$ cat src/design/ilir_pkg.sv
// Package for the indexed list block: sizes, operation and status codes,
// and the command/status structs between controller and datapath.
// No dependencies.
package ilir_pkg;

	// Store geometry
	localparam int CAPACITY = 64;
	localparam int DATA_W   = 32;
	localparam int ADDR_W   = $clog2(CAPACITY);
	localparam int COUNT_W  = $clog2(CAPACITY + 1);

	// Field widths fixed by the interface
	localparam int OP_W     = 2;
	localparam int STATUS_W = 2;

	// Operation codes
	localparam logic [OP_W-1:0] OP_INSERT = 2'd0;
	localparam logic [OP_W-1:0] OP_GET    = 2'd1;
	localparam logic [OP_W-1:0] OP_REMOVE = 2'd2;

	// Status codes
	localparam logic [STATUS_W-1:0] ST_OK    = 2'd0;
	localparam logic [STATUS_W-1:0] ST_RANGE = 2'd1;
	localparam logic [STATUS_W-1:0] ST_FULL  = 2'd2;

	// Controller to datapath commands
	typedef struct packed {
		logic capture;    // latch the request beat
		logic eval;       // latch the status of the request
		logic start;      // load the shift cursor
		logic step;       // one shift move: read at cursor, advance
		logic read_pos;   // read the entry at the request position
		logic take_read;  // latch read data as result value
		logic write_elem; // write the element at the request position
		logic cnt_inc;
		logic cnt_dec;
		logic load_out;   // move the result into the output register
	} ilir_cmd_t;

	// Datapath to controller status
	typedef struct packed {
		logic            ok;       // request status is ok
		logic [OP_W-1:0] op;       // latched operation
		logic            no_shift; // request touches the last slot only
		logic            last;     // cursor on the final move
		logic            out_free; // output register can take a result
	} ilir_stat_t;

endpackage

$ cat src/design/ilir_ctrl.sv
// Controller state machine for the indexed list block.
// Depends on ilir_pkg for the command and status structs and op codes.
module ilir_ctrl (
	input  logic                 clk,
	input  logic                 arst_n,
	input  logic                 in_valid,
	output logic                 in_stall,
	input  ilir_pkg::ilir_stat_t stat,
	output ilir_pkg::ilir_cmd_t  cmd
);

	typedef enum logic [6:0] {
		S_IDLE  = 7'b0000001,
		S_EVAL  = 7'b0000010,
		S_SHIFT = 7'b0000100,
		S_DRAIN = 7'b0001000,
		S_ELEM  = 7'b0010000,
		S_GETW  = 7'b0100000,
		S_DONE  = 7'b1000000
	} state_t;

	state_t state_q;
	state_t state_nx;

	assign in_stall = (state_q != S_IDLE);

	// Next state and commands
	always_comb begin
		state_nx = state_q;
		cmd      = '0;
		case (state_q)
			S_IDLE: begin
				if (in_valid) begin
					cmd.capture = 1'b1;
					state_nx    = S_EVAL;
				end
			end
			S_EVAL: begin
				cmd.eval = 1'b1;
				if (!stat.ok) begin
					state_nx = S_DONE;
				end else if (stat.op == ilir_pkg::OP_GET) begin
					cmd.read_pos = 1'b1;
					state_nx     = S_GETW;
				end else if (stat.op == ilir_pkg::OP_INSERT) begin
					if (stat.no_shift) begin
						state_nx = S_ELEM;
					end else begin
						cmd.start = 1'b1;
						state_nx  = S_SHIFT;
					end
				end else begin
					// remove
					if (stat.no_shift) begin
						cmd.cnt_dec = 1'b1;
						state_nx    = S_DONE;
					end else begin
						cmd.start = 1'b1;
						state_nx  = S_SHIFT;
					end
				end
			end
			S_SHIFT: begin
				cmd.step = 1'b1;
				if (stat.last) begin
					state_nx = S_DRAIN;
				end
			end
			S_DRAIN: begin
				// pending move is written here
				if (stat.op == ilir_pkg::OP_INSERT) begin
					state_nx = S_ELEM;
				end else begin
					cmd.cnt_dec = 1'b1;
					state_nx    = S_DONE;
				end
			end
			S_ELEM: begin
				cmd.write_elem = 1'b1;
				cmd.cnt_inc    = 1'b1;
				state_nx       = S_DONE;
			end
			S_GETW: begin
				cmd.take_read = 1'b1;
				state_nx      = S_DONE;
			end
			S_DONE: begin
				if (stat.out_free) begin
					cmd.load_out = 1'b1;
					state_nx     = S_IDLE;
				end
			end
			default: begin
				state_nx = S_IDLE;
			end
		endcase
	end

	// State register
	always_ff @(posedge clk or negedge arst_n) begin
		if (!arst_n) begin
			state_q <= S_IDLE;
		end else begin
			state_q <= state_nx;
		end
	end

endmodule

$ cat src/design/ilir_dp.sv
// Datapath for the indexed list block: entry memory, entry count, shift
// cursor, result and output registers. Depends on ilir_pkg.
module ilir_dp (
	input  logic                              clk,
	input  logic                              arst_n,
	input  ilir_pkg::ilir_cmd_t               cmd,
	output ilir_pkg::ilir_stat_t              stat,
	input  logic [ilir_pkg::OP_W-1:0]         operation,
	input  logic [ilir_pkg::COUNT_W-1:0]      position,
	input  logic [ilir_pkg::DATA_W-1:0]       element,
	output logic                              out_valid,
	input  logic                              out_stall,
	output logic [ilir_pkg::STATUS_W-1:0]     status,
	output logic [ilir_pkg::DATA_W-1:0]       read_value,
	output logic [ilir_pkg::COUNT_W-1:0]      list_size
);

	localparam int AW = ilir_pkg::ADDR_W;
	localparam int CW = ilir_pkg::COUNT_W;
	localparam int DW = ilir_pkg::DATA_W;

	// Request registers
	logic [ilir_pkg::OP_W-1:0] op_q;
	logic [CW-1:0]             pos_q;
	logic [DW-1:0]             elem_q;

	// List state
	logic [CW-1:0] count_q;
	logic [AW-1:0] cur_q;
	logic          pend_q;
	logic [AW-1:0] pend_addr_q;

	// Memory
	logic [DW-1:0] mem_q [ilir_pkg::CAPACITY];
	logic [DW-1:0] rd_data_q;
	logic [AW-1:0] rd_addr;

	// Result and output registers
	logic [ilir_pkg::STATUS_W-1:0] res_status_q;
	logic [DW-1:0]                 res_value_q;
	logic                          out_valid_q;
	logic [ilir_pkg::STATUS_W-1:0] status_q;
	logic [DW-1:0]                 read_value_q;
	logic [CW-1:0]                 list_size_q;

	logic [ilir_pkg::STATUS_W-1:0] req_status;
	logic                          is_insert;

	assign is_insert = (op_q == ilir_pkg::OP_INSERT);

	// Request status from the latched request and current count
	always_comb begin
		case (op_q)
			ilir_pkg::OP_INSERT: begin
				if (pos_q > count_q) begin
					req_status = ilir_pkg::ST_RANGE;
				end else if (count_q == CW'(ilir_pkg::CAPACITY)) begin
					req_status = ilir_pkg::ST_FULL;
				end else begin
					req_status = ilir_pkg::ST_OK;
				end
			end
			ilir_pkg::OP_GET, ilir_pkg::OP_REMOVE: begin
				req_status = (pos_q < count_q) ? ilir_pkg::ST_OK : ilir_pkg::ST_RANGE;
			end
			default: begin
				req_status = ilir_pkg::ST_RANGE;
			end
		endcase
	end

	// Status back to the controller
	always_comb begin
		stat.ok       = (req_status == ilir_pkg::ST_OK);
		stat.op       = op_q;
		stat.no_shift = is_insert ? (pos_q == count_q) : ((pos_q + CW'(1)) == count_q);
		stat.last     = is_insert ? (cur_q == pos_q[AW-1:0])
		                          : ({1'b0, cur_q} == (count_q - CW'(1)));
		stat.out_free = !out_valid_q || !out_stall;
	end

	// Request capture
	always_ff @(posedge clk) begin
		if (cmd.capture) begin
			op_q   <= operation;
			pos_q  <= position;
			elem_q <= element;
		end
	end

	// Entry count
	always_ff @(posedge clk or negedge arst_n) begin
		if (!arst_n) begin
			count_q <= '0;
		end else if (cmd.cnt_inc) begin
			count_q <= count_q + CW'(1);
		end else if (cmd.cnt_dec) begin
			count_q <= count_q - CW'(1);
		end
	end

	// Shift cursor: insert walks down from the top, remove walks up
	always_ff @(posedge clk) begin
		if (cmd.start) begin
			cur_q <= is_insert ? AW'(count_q - CW'(1)) : AW'(pos_q + CW'(1));
		end else if (cmd.step) begin
			cur_q       <= is_insert ? (cur_q - AW'(1)) : (cur_q + AW'(1));
			pend_addr_q <= is_insert ? (cur_q + AW'(1)) : (cur_q - AW'(1));
		end
	end

	// Pending move: read data of the previous step is written next cycle
	always_ff @(posedge clk or negedge arst_n) begin
		if (!arst_n) begin
			pend_q <= 1'b0;
		end else begin
			pend_q <= cmd.step;
		end
	end

	assign rd_addr = cmd.read_pos ? pos_q[AW-1:0] : cur_q;

	// Entry memory, one write and one registered read per cycle
	always_ff @(posedge clk) begin
		if (pend_q) begin
			mem_q[pend_addr_q] <= rd_data_q;
		end else if (cmd.write_elem) begin
			mem_q[pos_q[AW-1:0]] <= elem_q;
		end
		rd_data_q <= mem_q[rd_addr];
	end

	// Result registers
	always_ff @(posedge clk) begin
		if (cmd.eval) begin
			res_status_q <= req_status;
			res_value_q  <= '0;
		end else if (cmd.take_read) begin
			res_value_q <= rd_data_q;
		end
	end

	// Output beat register
	always_ff @(posedge clk or negedge arst_n) begin
		if (!arst_n) begin
			out_valid_q <= 1'b0;
		end else if (cmd.load_out) begin
			out_valid_q <= 1'b1;
		end else if (!out_stall) begin
			out_valid_q <= 1'b0;
		end
	end

	always_ff @(posedge clk) begin
		if (cmd.load_out) begin
			status_q     <= res_status_q;
			read_value_q <= res_value_q;
			list_size_q  <= count_q;
		end
	end

	assign out_valid  = out_valid_q;
	assign status     = status_q;
	assign read_value = read_value_q;
	assign list_size  = list_size_q;

endmodule

$ cat src/design/indexed_list_insert_remove.sv
// Indexed list: ordered list of 32-bit entries in a 64-entry store.
// Input beat: operation (insert, get, remove), position, element.
// Output beat: status, read_value (get only), list_size after the request.
//
// Both channels use valid/stall; a beat moves when valid is high and stall
// is low. One result beat per request, in request order.
// The shift loop moves one entry per cycle through the single-write,
// registered-read entry memory.
// A new request is taken in the cycle after the previous result is loaded,
// even while that result still waits on a stalled receiver; a result that
// finds the output register still occupied waits inside the block.
// Reset empties the list and clears out_valid; entry contents are not
// cleared and need no clearing pass, since only written entries are read.
// Depends on ilir_pkg, ilir_ctrl and ilir_dp.
module indexed_list_insert_remove (
	input  logic                              clk,
	input  logic                              arst_n,
	input  logic                              in_valid,
	output logic                              in_stall,
	input  logic [ilir_pkg::OP_W-1:0]         operation,
	input  logic [ilir_pkg::COUNT_W-1:0]      position,
	input  logic [ilir_pkg::DATA_W-1:0]       element,
	output logic                              out_valid,
	input  logic                              out_stall,
	output logic [ilir_pkg::STATUS_W-1:0]     status,
	output logic [ilir_pkg::DATA_W-1:0]       read_value,
	output logic [ilir_pkg::COUNT_W-1:0]      list_size
);

	ilir_pkg::ilir_cmd_t  cmd;
	ilir_pkg::ilir_stat_t stat;

	// Sequencer
	ilir_ctrl u_ctrl (
		.clk      (clk),
		.arst_n   (arst_n),
		.in_valid (in_valid),
		.in_stall (in_stall),
		.stat     (stat),
		.cmd      (cmd)
	);

	// Storage and result path
	ilir_dp u_dp (
		.clk        (clk),
		.arst_n     (arst_n),
		.cmd        (cmd),
		.stat       (stat),
		.operation  (operation),
		.position   (position),
		.element    (element),
		.out_valid  (out_valid),
		.out_stall  (out_stall),
		.status     (status),
		.read_value (read_value),
		.list_size  (list_size)
	);

endmodule

$ cat config.mk
export PLATFORM = sky130hd
export DESIGN_NAME = indexed_list_insert_remove
export DESIGN_NICKNAME = d
export VERILOG_FILES = /design/src/design/ilir_pkg.sv /design/src/design/ilir_ctrl.sv /design/src/design/ilir_dp.sv /design/src/design/indexed_list_insert_remove.sv
export SDC_FILE = /design/constraint.sdc
export NUM_CORES = 2
export LEC_CHECK = 0
export BUFFER_PORTS_ARGS = -buffer_cell sky130_fd_sc_hd__buf_2
export CORE_MARGIN = 2
export CORE_UTILIZATION = 57
export DETAILED_ROUTE_END_ITERATION = 12
export PLACE_DENSITY = 0.76
export SYNTH_ARGS = -nofsm -noshare
export SYNTH_HDL_FRONTEND = slang
export SYNTH_SLANG_ARGS = --single-unit
$ cat constraint.sdc
create_clock -name clk -period 4.2 [get_ports clk]
set_input_delay 0.63 -clock clk [delete_from_list [all_inputs] [get_ports clk]]
set_output_delay 0.63 -clock clk [all_outputs]
set_load 0.1 [all_outputs]
==> impl_metrics.yaml <==
status:
  run_status: "finished with violations"
  violations: "setup timing"
clock_tree:
  tritoncts: "yes"
  numClockSinks: 2224
  clock_path_buffers: 3
  clock_transition_at_the_registers_of_the_reported_paths_ns: 0.07
  numCtsBuffers: 210
  insertion_delay_ns: 0.88
  cts_htree_levels: 4
  root_buffer: "sky130_fd_sc_hd__clkbuf_16"
pwr:
  pwr-share-comb_pct: 23.9
  internal-power_mw: 43.4
  vdd.ir_drop.worst_uv: 383
  total_power_consumption_of_the_routed_design_mw: 62.7
  sw_frac_of_total_pct: 30.9
  power_density_mw_per_mm2: 593
  p_switching_mw: 19.4
  share_seq_of_total_power_pct: 45.4
  power.share.clock_pct: 30.7
  p_leak_nw: 37.1
worst_setup_path:
  critPathRequiredTime_ns: 4.98
  crit_slowest_cell: "sky130_fd_sc_hd__o32ai_1"
  crit_path_start_kind: "register"
  critical_path.max_fanout: 11
  timing.critical_path.slowest_cell_delay_ns: 0.63
  r2r_slack_ns: -0.24
  r2r_endpoint: "u_dp.rd_data_q[4]$_DFF_P_"
  worst_flop_to_flop_path_startpoint: "u_dp.pos_q[6]$_DFFE_PP_"
  cp.arrival_ns: 5.22
  critPathMostFrequentCell: "sky130_fd_sc_hd__buf_4"
  critical_path_cell_sequence: "ha_4 -> nand4_1 -> a21o_1 -> a21o_1 -> o211ai_1 -> clkbuf_16 -> buf_4 -> mux2i_4 -> buf_4 -> buf_4 -> a311oi_2 -> o32ai_1 -> o32ai_4 -> o21a_1"
  critical_path_class: "reg2reg"
  worst-r2r-cell-count: 14
  worst_setup_path_end_kind: "register"
logic_synthesis:
  synth_top_family_by_area: "simple AND/OR/NAND/NOR gates"
  ys_types: 78
  synth.ff_latch_count: 2224
  synth_edf_count: 2144
  yosysSeqAreaShare_pct: 75.1
  dominantRegCellSynth: "sky130_fd_sc_hd__edfxtp_1"
  postSynthAreaPerCell_sq_um: 13.7
  ys_async_sr_fraction_pct: 0.719
  synth_simple_gate_area_share_pct: 12.0
  syn_inst: 6402
  synth.cell_area_sq_mm: 0.0880
  share_of_synthesized_area_spent_on_multiplexers_pct: 3.68
  synthesis.yosys.warnings: 0
  synth_compound_gate_area_share_pct: 6.08
  synthXorXnorAreaFrac_pct: 0.358
  synth_nets: 6463
  synth-adder-area-share_pct: 0.228
final_layout:
  filler_cell_count: 9494
  num-nets-final: 7118
  area_growth_pct: 20.3
  area.sequential_sq_mm: 0.0661
  instances_no_fill: 9282
  multiInputGateArea_sq_mm: 0.0214
  finalCoreUtilization_pct: 68.9
  final_layout_size_suffix_gt1_share_pct: 19.1
timing:
  timing.clock.skew_ns: 0.0550
  hold_viol_final: 0
  timing.slew.headroom_pct: 22.8
  tightestPinTransition_ns: 1.16
  fin_crit_sh_pct: 106
  worst_slack_ns: -0.238
  fmax_mhz: 225
  fin_tns_setup_ns: -2.21
  finalMaxSlewViolations: 0
  finalSetupViolCount: 27
  rsz0062_at_grt: "yes"
  finalCriticalPeriod_ns: 4.44
route:
  routedWlPerCell_um: 30.4
  routed-via-count: 61300
  number_of_vias_per_cell: 6.60
  wl_met3_um: 44900
  detail_route.iter0.violations: 11000
  finalWirelength_um: 282000
  met1_length_um: 94400
  route.detailed.drc: 0
  drt_pre_antenna_iters: 11
  topRoutingLayerUsed: "met5"
  drt.antenna.violating_nets: 0
  met2_wirelength_um: 127000
hold_path:
  hold_end: "u_ctrl.state_q[1]$_DFFE_PN0P_"
  hold_class: "in2reg"
  min_path_cells: 3
  min-delay-start: "in_valid"
placement:
  gpl.final_weighted_congestion: 0.950
  dpl.hpwl_um: 165000
  portBuffers: 87
  placed_cells: 8780
  placement.setup.worst_slack_ns: -0.602
global_routing:
  grt_max_degree: 65
  number_of_global_route_vias_before_repair: 58400
  grtUsageTotal_pct: 34.8
  grt_antenna_before_repair: 14
  globalRouteOverflowTotal: 0
  grt_pass1_wl_um: 396000
floorplan:
  design.core.area_sq_mm: 0.154
  die_height_um: 397
  start_util_pct: 57.3
  rows: 144
  io_pins: 88
  dieArea_sq_mm: 0.158
  die_x_um: 397
run:
  timing.max_cap.violations: 0
## through the flow
| stage | hold WS (ns) | area, sq um |
|---|---|---|
| floorplan | 0.334 | 88000 |
| global placement | 0.412 | 96400 |
| detailed placement | 0.407 | 96400 |
| CTS | 0.0513 | 105000 |
| global route | 0.0900 | 106000 |
| finish | 0.0994 | 106000 |
## flip-flops by register name, summed over array words and instances, names as in the netlist
| signal | cells |
|---|---|
| u_ctrl.state_q | 7 |
| u_dp.count_q | 7 |
| u_dp.cur_q | 6 |
| u_dp.elem_q | 32 |
| u_dp.list_size | 7 |
| u_dp.mem_q | 2048 |
| u_dp.op_q | 2 |
| u_dp.out_valid | 1 |
| u_dp.pend_addr_q | 6 |
| u_dp.pend_q | 1 |
| u_dp.pos_q | 7 |
| u_dp.rd_data_q | 32 |
| u_dp.read_value | 32 |
| u_dp.res_status_q | 2 |
| u_dp.res_value_q | 32 |
| u_dp.status | 2 |
## how the worst max path moves through the flow
stage,cells past startpoint,end,slack (ns),start
after floorplan,10,u_dp.mem_q[42][0]$_DFFE_PP_,-0.09,u_ctrl.state_q[2]$_DFFE_PN0P_
after global placement,17,u_dp.rd_data_q[28]$_DFF_P_,-0.55,u_dp.count_q[5]$_DFFE_PN0P_
after detailed placement,16,u_dp.rd_data_q[28]$_DFF_P_,-0.60,u_dp.pos_q[6]$_DFFE_PP_
after CTS,19,u_dp.rd_data_q[5]$_DFF_P_,-0.01,u_dp.count_q[5]$_DFFE_PN0P_
after global routing,14,u_dp.rd_data_q[4]$_DFF_P_,-0.15,u_dp.pos_q[4]$_DFFE_PP_
final,14,u_dp.rd_data_q[4]$_DFF_P_,-0.24,u_dp.pos_q[6]$_DFFE_PP_
## worst max-delay path: cells and delay by family (launching register included)
family / cells / cell delay [ns]
AOI/OAI and AO/OA: 7 / 2.09
adders and majority gates: 1 / 0.32
buffers and inverters: 4 / 0.96
DFF: 1 / 0.44
muxes: 1 / 0.38
and+or+nand+nor: 1 / 0.17
## repair_timing
action / CTS / global route
endpoints found under the setup margin: 29 / 32
endpoints found under the hold margin: 57 / 0
pin swaps: 17 / 50
buffers inserted: 19 / 41
cloned: 5 / 7
gates resized for setup: 81 / 163
hold buffers: 42 / 0
## power by group through the flow
stage / clock (mW) / sequential [mW] / combinational [mW]
global route: 20.1 / 28.5 / 15.5
floorplan: 0 / 28.8 / 6.57
finish: 19.2 / 28.5 / 15.0
detailed placement: 0 / 28.9 / 13.4
CTS: 19.2 / 28.4 / 13.9
global placement: 0 / 28.9 / 13.0
## layout make-up
cell class              count  area share [%]
flip-flops and latches   2224            62.4
clock buffers             273            5.30
diodes                      4         0.00946
well taps                2044            2.42
repair buffers            841            8.33
multi-input cells        3761            20.2
clock inverters           116            1.30
inverters                  19          0.0674
## routing by layer
layer	track usage, %	vias up
met5	0.515	-
met4	17.4	22
met3	10.7	1033
met2	52.5	5483
met1	46.1	29700
li1	-	25100
## Yosys cell counts (all sizes together) (16+ instances only)
library cell | n | area, sq um
mux2i | 311 | 3150
inv | 18 | 67.6
buf | 279 | 1770
nor3 | 58 | 290
a311oi | 29 | 254
nand3 | 332 | 1670
dfxtp | 64 | 1280
a31oi | 66 | 419
o22ai | 92 | 576
edfxtp | 2144 | 64400
o221ai | 21 | 184
o21ai | 101 | 505
nor2 | 132 | 508
nand2 | 1692 | 6350
clkbuf | 119 | 447
a32oi | 26 | 228
a21oi | 492 | 2460
nor4 | 130 | 835
nand4 | 25 | 156
and3 | 47 | 294
ha | 16 | 200
xnor2 | 27 | 236
## cells by family (layout without fill, tap and decap cells)
group           count (synthesis)  count (layout)
compound gates                914             914
other cells                     0               4
buf+inv                       417            1249
flops                        2224            2224
simple gates                 2477            2477
mux                           318             318
xor+xnor                       36              36
fa+ha+maj                      16              16
## placed cells by master, fill, tap and decap left out, types with 56 or more instances in the layout
cell / synthesis / layout
sky130_fd_sc_hd__nor2_4: 1 / 69
sky130_fd_sc_hd__o21ai_0: 99 / 89
sky130_fd_sc_hd__nor2_1: 129 / 59
sky130_fd_sc_hd__clkbuf_16: 0 / 219
sky130_fd_sc_hd__edfxtp_1: 2144 / 2144
sky130_fd_sc_hd__mux2i_1: 308 / 293
sky130_fd_sc_hd__a31oi_1: 65 / 56
sky130_fd_sc_hd__nand2_1: 1692 / 1657
sky130_fd_sc_hd__nand3_1: 330 / 322
sky130_fd_sc_hd__o22ai_1: 92 / 86
sky130_fd_sc_hd__buf_12: 1 / 173
sky130_fd_sc_hd__a21oi_1: 492 / 467
sky130_fd_sc_hd__dfxtp_1: 64 / 64
sky130_fd_sc_hd__buf_4: 57 / 500
sky130_fd_sc_hd__nor4_1: 128 / 91
sky130_fd_sc_hd__buf_2: 168 / 87
Power figures use the tool's default switching activity.
